--- src/rtl/seg_isect_pkg.sv ---
// Shared constants, payload types and relation codes of the segment intersection block.
package seg_isect_pkg;

  // Geometry and fixed-point format.
  localparam int COORD_BITS = 16;
  localparam int FRAC_BITS  = 16;
  localparam int OUT_BITS   = 32;

  // Derived datapath widths.
  localparam int DIFF_W = COORD_BITS + 1;
  localparam int PROD_W = 2 * DIFF_W;
  localparam int NUM_W  = PROD_W + 2;
  localparam int REM_W  = NUM_W + OUT_BITS;
  localparam int MUL_W  = OUT_BITS + DIFF_W;
  localparam int SUM_W  = MUL_W + 1;

  // Queue between the front and back parts.
  localparam int QDEPTH = 8;
  localparam int QPTR_W = $clog2(QDEPTH);
  localparam int QCNT_W = QPTR_W + 1;

  typedef enum logic [2:0] {
    REL_CROSS     = 3'd0,
    REL_COL_OVER  = 3'd1,
    REL_COL_APART = 3'd2,
    REL_PARALLEL  = 3'd3,
    REL_OUTSIDE   = 3'd4,
    REL_DEGEN     = 3'd5
  } rel_t;

  typedef struct packed {
    logic signed [COORD_BITS-1:0] a1_x;
    logic signed [COORD_BITS-1:0] a1_y;
    logic signed [COORD_BITS-1:0] b1_x;
    logic signed [COORD_BITS-1:0] b1_y;
    logic signed [COORD_BITS-1:0] a2_x;
    logic signed [COORD_BITS-1:0] a2_y;
    logic signed [COORD_BITS-1:0] b2_x;
    logic signed [COORD_BITS-1:0] b2_y;
  } seg_in_t;

  typedef struct packed {
    logic                       hit;
    logic [2:0]                 relation;
    logic signed [OUT_BITS-1:0] point_x;
    logic signed [OUT_BITS-1:0] point_y;
    logic signed [OUT_BITS-1:0] param_first;
    logic signed [OUT_BITS-1:0] param_second;
    logic                       saturated;
  } seg_out_t;

  // Control that rides along with a job through the back part.
  typedef struct packed {
    logic                         hit;
    rel_t                         rel;
    logic                         do_div;
    logic                         use_r;
    logic signed [COORD_BITS-1:0] base_x;
    logic signed [COORD_BITS-1:0] base_y;
    logic signed [DIFF_W-1:0]     rx;
    logic signed [DIFF_W-1:0]     ry;
  } seg_ctl_t;

  // One classified job as it sits in the queue.
  typedef struct packed {
    seg_ctl_t                  ctl;
    logic signed [NUM_W-1:0]   num_a;
    logic signed [NUM_W-1:0]   num_b;
    logic signed [NUM_W-1:0]   den;
  } seg_job_t;

endpackage

--- src/rtl/seg_isect_fifo.sv ---
// Short job queue between the front and back parts.
module seg_isect_fifo (
  input  logic                    clk,
  input  logic                    rst,
  input  logic                    push,
  input  seg_isect_pkg::seg_job_t push_data,
  input  logic                    pop,
  output seg_isect_pkg::seg_job_t head,
  output logic                    empty
);
  import seg_isect_pkg::*;

  seg_job_t          mem [0:QDEPTH-1];
  logic [QPTR_W-1:0] wr_ptr;
  logic [QPTR_W-1:0] rd_ptr;
  logic [QCNT_W-1:0] count;

  assign empty = (count == '0);
  assign head  = mem[rd_ptr];

  // Pointers and fill count; the front's credits keep pushes within depth.
  always_ff @(posedge clk) begin
    if (rst) begin
      wr_ptr <= '0;
      rd_ptr <= '0;
      count  <= '0;
    end else begin
      if (push) begin
        wr_ptr <= wr_ptr + 1'b1;
      end
      if (pop) begin
        rd_ptr <= rd_ptr + 1'b1;
      end
      case ({push, pop})
        2'b10:   count <= count + 1'b1;
        2'b01:   count <= count - 1'b1;
        default: count <= count;
      endcase
    end
  end

  // Entry storage.
  always_ff @(posedge clk) begin
    if (push) begin
      mem[wr_ptr] <= push_data;
    end
  end

endmodule

--- config.mk ---
export PLATFORM = sky130hd
export DESIGN_NAME = seg_isect_fifo
export DESIGN_NICKNAME = d
export VERILOG_FILES = /design/src/rtl/seg_isect_pkg.sv /design/src/rtl/seg_isect_fifo.sv
export SDC_FILE = /design/constraint.sdc
export NUM_CORES = 1
export LEC_CHECK = 0
export BUFFER_PORTS_ARGS = -buffer_cell sky130_fd_sc_hd__buf_2
export CORE_ASPECT_RATIO = 1.25
export CORE_MARGIN = 8
export CORE_UTILIZATION = 58
export DETAILED_ROUTE_END_ITERATION = 16
export GPL_TIMING_DRIVEN = 0
export PLACE_DENSITY = 0.77
export SKIP_CTS_REPAIR_TIMING = 1
export SYNTH_ARGS = -nofsm -noshare
export SYNTH_HDL_FRONTEND = slang
export SYNTH_SLANG_ARGS = --single-unit
--- constraint.sdc ---
create_clock -name clk -period 22.7 [get_ports clk]
set_input_delay 1.135 -clock clk [delete_from_list [all_inputs] [get_ports clk]]
set_output_delay 1.135 -clock clk [all_outputs]
set_load 0.01 [all_outputs]
==> metrics.txt <==
die width=292 µm; clk sinks=1453; worst skew pair latency=0.74 ns; synthesized area=55300 µm²; slowest cell on the critical path=clkbuf_1; FF-to-FF Start=wr_ptr[2]; Netlist cell types=29; power per cell area=89.7 nW/µm²; max cap viols=0; hold crit path type=register to register; Tcrit/Tclk final=0.207; 1st-pass router iterations=5; Die Y=361 µm; syn avg cell area=25.7 µm²; H-tree Lvls=4; Starting Density=0.586; Area after DPL=60400 µm²; largest net degree at the start of global routing=26; layout cells sized above 1=0.392; RSZ-0062 raised after global routing=no; clock skew=0.0320 ns; post-route ant nets=0; finished layout cell area=64900 µm²; register area share after synthesis=0.787; area growth from synthesis to layout=17.3%; Crit. End Element=output pin; die area=106000 µm²; number of DRC markers in iteration 0=2253; WHS Path Cells=2; first-pass GRT wire length=177000 µm; WL/cell=29.7 µm; Crit. path cell count=5; CTS clk-pin slew, worst paths=0.06 ns; CP Cell Sequence=buf_2 > clkbuf_1 > clkbuf_1 > mux2_2 > buf_2; Leak=0.0212 µW; GR Overflow Total=0; Post-Place Setup Slack=18.63 ns; Yosys reg bits=1453; reg2reg path depth=8; Root Driver=clkbuf_16; vias post-DR=25400; commonest non-fill, non-tap cell in the layout=edfxtp_1; initial antenna violation count=37; CTS Buffer Depth=3; Worst Path Buf+Inv=4; CTS tree=yes; Worst path top cell family by delay=buffers and inverters; Crit Path Class=register to output pin; Period minus WS final=4.71 ns; total CTS buffers=137; CP peak stage delay=0.95 ns; Synth Net Count=2338; fmax=212 MHz; Port Buffers=364; Core Box Area=94400 µm²; final wirelength=122000 µm; HP Start=rd_ptr[1]; Critical Path Source Type=register; measured slew at the worst slew-check pin=1.24 ns; Hold Vio Cnt, Final=0; # DRC=0; total track usage=0.228; Slew headroom=0.175; RD Place Congestion=0.717; Critical Path AT=3.57 ns; post-synthesis cell count=2149; nets=2941; commonest non-fill, non-tap cells in the layout=edfxtp_1 (1440), buf_2 (375), mux4_2 (230); Worst Path Required=21.57 ns; detailed placement HPWL=77200 µm; std cell rows=126; io pins=365; Slew Viols, Final=0; routed vias/inst=6.19; Max VDD drop=0.0810 mV; fin worst setup slack=17.99 ns; outcome=finished, final reports clean; Crit Path Max Fanout=10; setup violators final=0; Warnings, synthesis=0; vias in the first global route=26600
## cell type report
class	instances	area [µm²]
Sequential cell	1453	43500
Fill cell	5485	29500
Multi-Input combinational cell	593	11000
Clock buffer	164	3590
Timing Repair Buffer	464	3500
Tap cell	1216	1520
Clock inverter	82	836
Buffer	102	830
Antenna cell	27	67.6
Inverter	1	3.75
## per-stage QoR
step | instances | power [µW] | TNS, ns | hold slack [ns] | util
3_3_place_gp | 3729 | 3640 | -1775.47 | 0.517 | 0.621
4_1_cts | 4075 | 5870 | 0 | 0.559 | 0.686
6_report | 4102 | 5820 | 0 | 0.555 | 0.687
2_1_floorplan | 2149 | 3420 | 0 | 0.485 | -
5_1_grt | 4085 | 5990 | 0 | 0.578 | 0.687
3_5_place_dp | 3829 | 3630 | 0 | 0.536 | 0.639
## cells in the mapped netlist (all sizes together)
cell,count,area share
nor4,1,0.00011
nor4b,1,0.00016
nand2,5,0.00034
o41ai,1,0.00016
or3,1,0.00011
buf,50,0.011
ha,5,0.0011
mux4,360,0.16
nor3,3,0.00027
nor2,16,0.0011
clkbuf,52,0.0035
dfxtp,13,0.0047
o21ai,1,0.000090
edfxtp,1440,0.78
a21oi,2,0.00018
mux2,182,0.037
xor2,5,0.00079
mux2i,3,0.00054
nand2b,3,0.00034
xnor2,2,0.00032
inv,1,0.000068
a41oi,1,0.00016
nor2b,1,0.00011
## sequential cells by signal (all words and copies together) (netlist names), named ones only
register and cells:
mem 1440, count 4, rd_ptr 3, wr_ptr 3
## cell families after synthesis
logic type,share of synthesized area
buffers and inverters,0.0151
DFF,0.787
and+or+nand+nor,0.00253
xor gates and xnor gates,0.00111
AOI/OAI and AO/OA,0.000588
adders and majority gates,0.00113
muxes,0.193
## final timing paths
check | end | slack (ns)
max | head[132] | 17.99
min | rd_ptr[1] | 0.56
max reg2reg | mem[4][149] | 19.95
min reg2reg | rd_ptr[1] | 0.56
## worst min-delay path, stage by stage (launching register included)
cell	delay, ns
dfxtp_1	0.31
mux2i_1	0.13
nor2_1	0.07
## routing by layer
| layer | GRT usage | up-vias | share of wire |
|---|---|---|---|
| li1 | - | 10700 | - |
| met1 | 0.293 | 13500 | 0.38 |
| met2 | 0.386 | 1039 | 0.52 |
| met3 | 0.0555 | 206 | 0.080 |
| met4 | 0.0729 | 18 | 0.026 |
| met5 | 0 | - | 0.00091 |
## power by group
part | internal (µW) | switching (µW) | leakage [µW]
combinational | 251 | 281 | 0.00580
clock | 1280 | 973 | 0.00217
sequential | 3020 | 16.5 | 0.0132
Power figures use the tool's default switching activity.
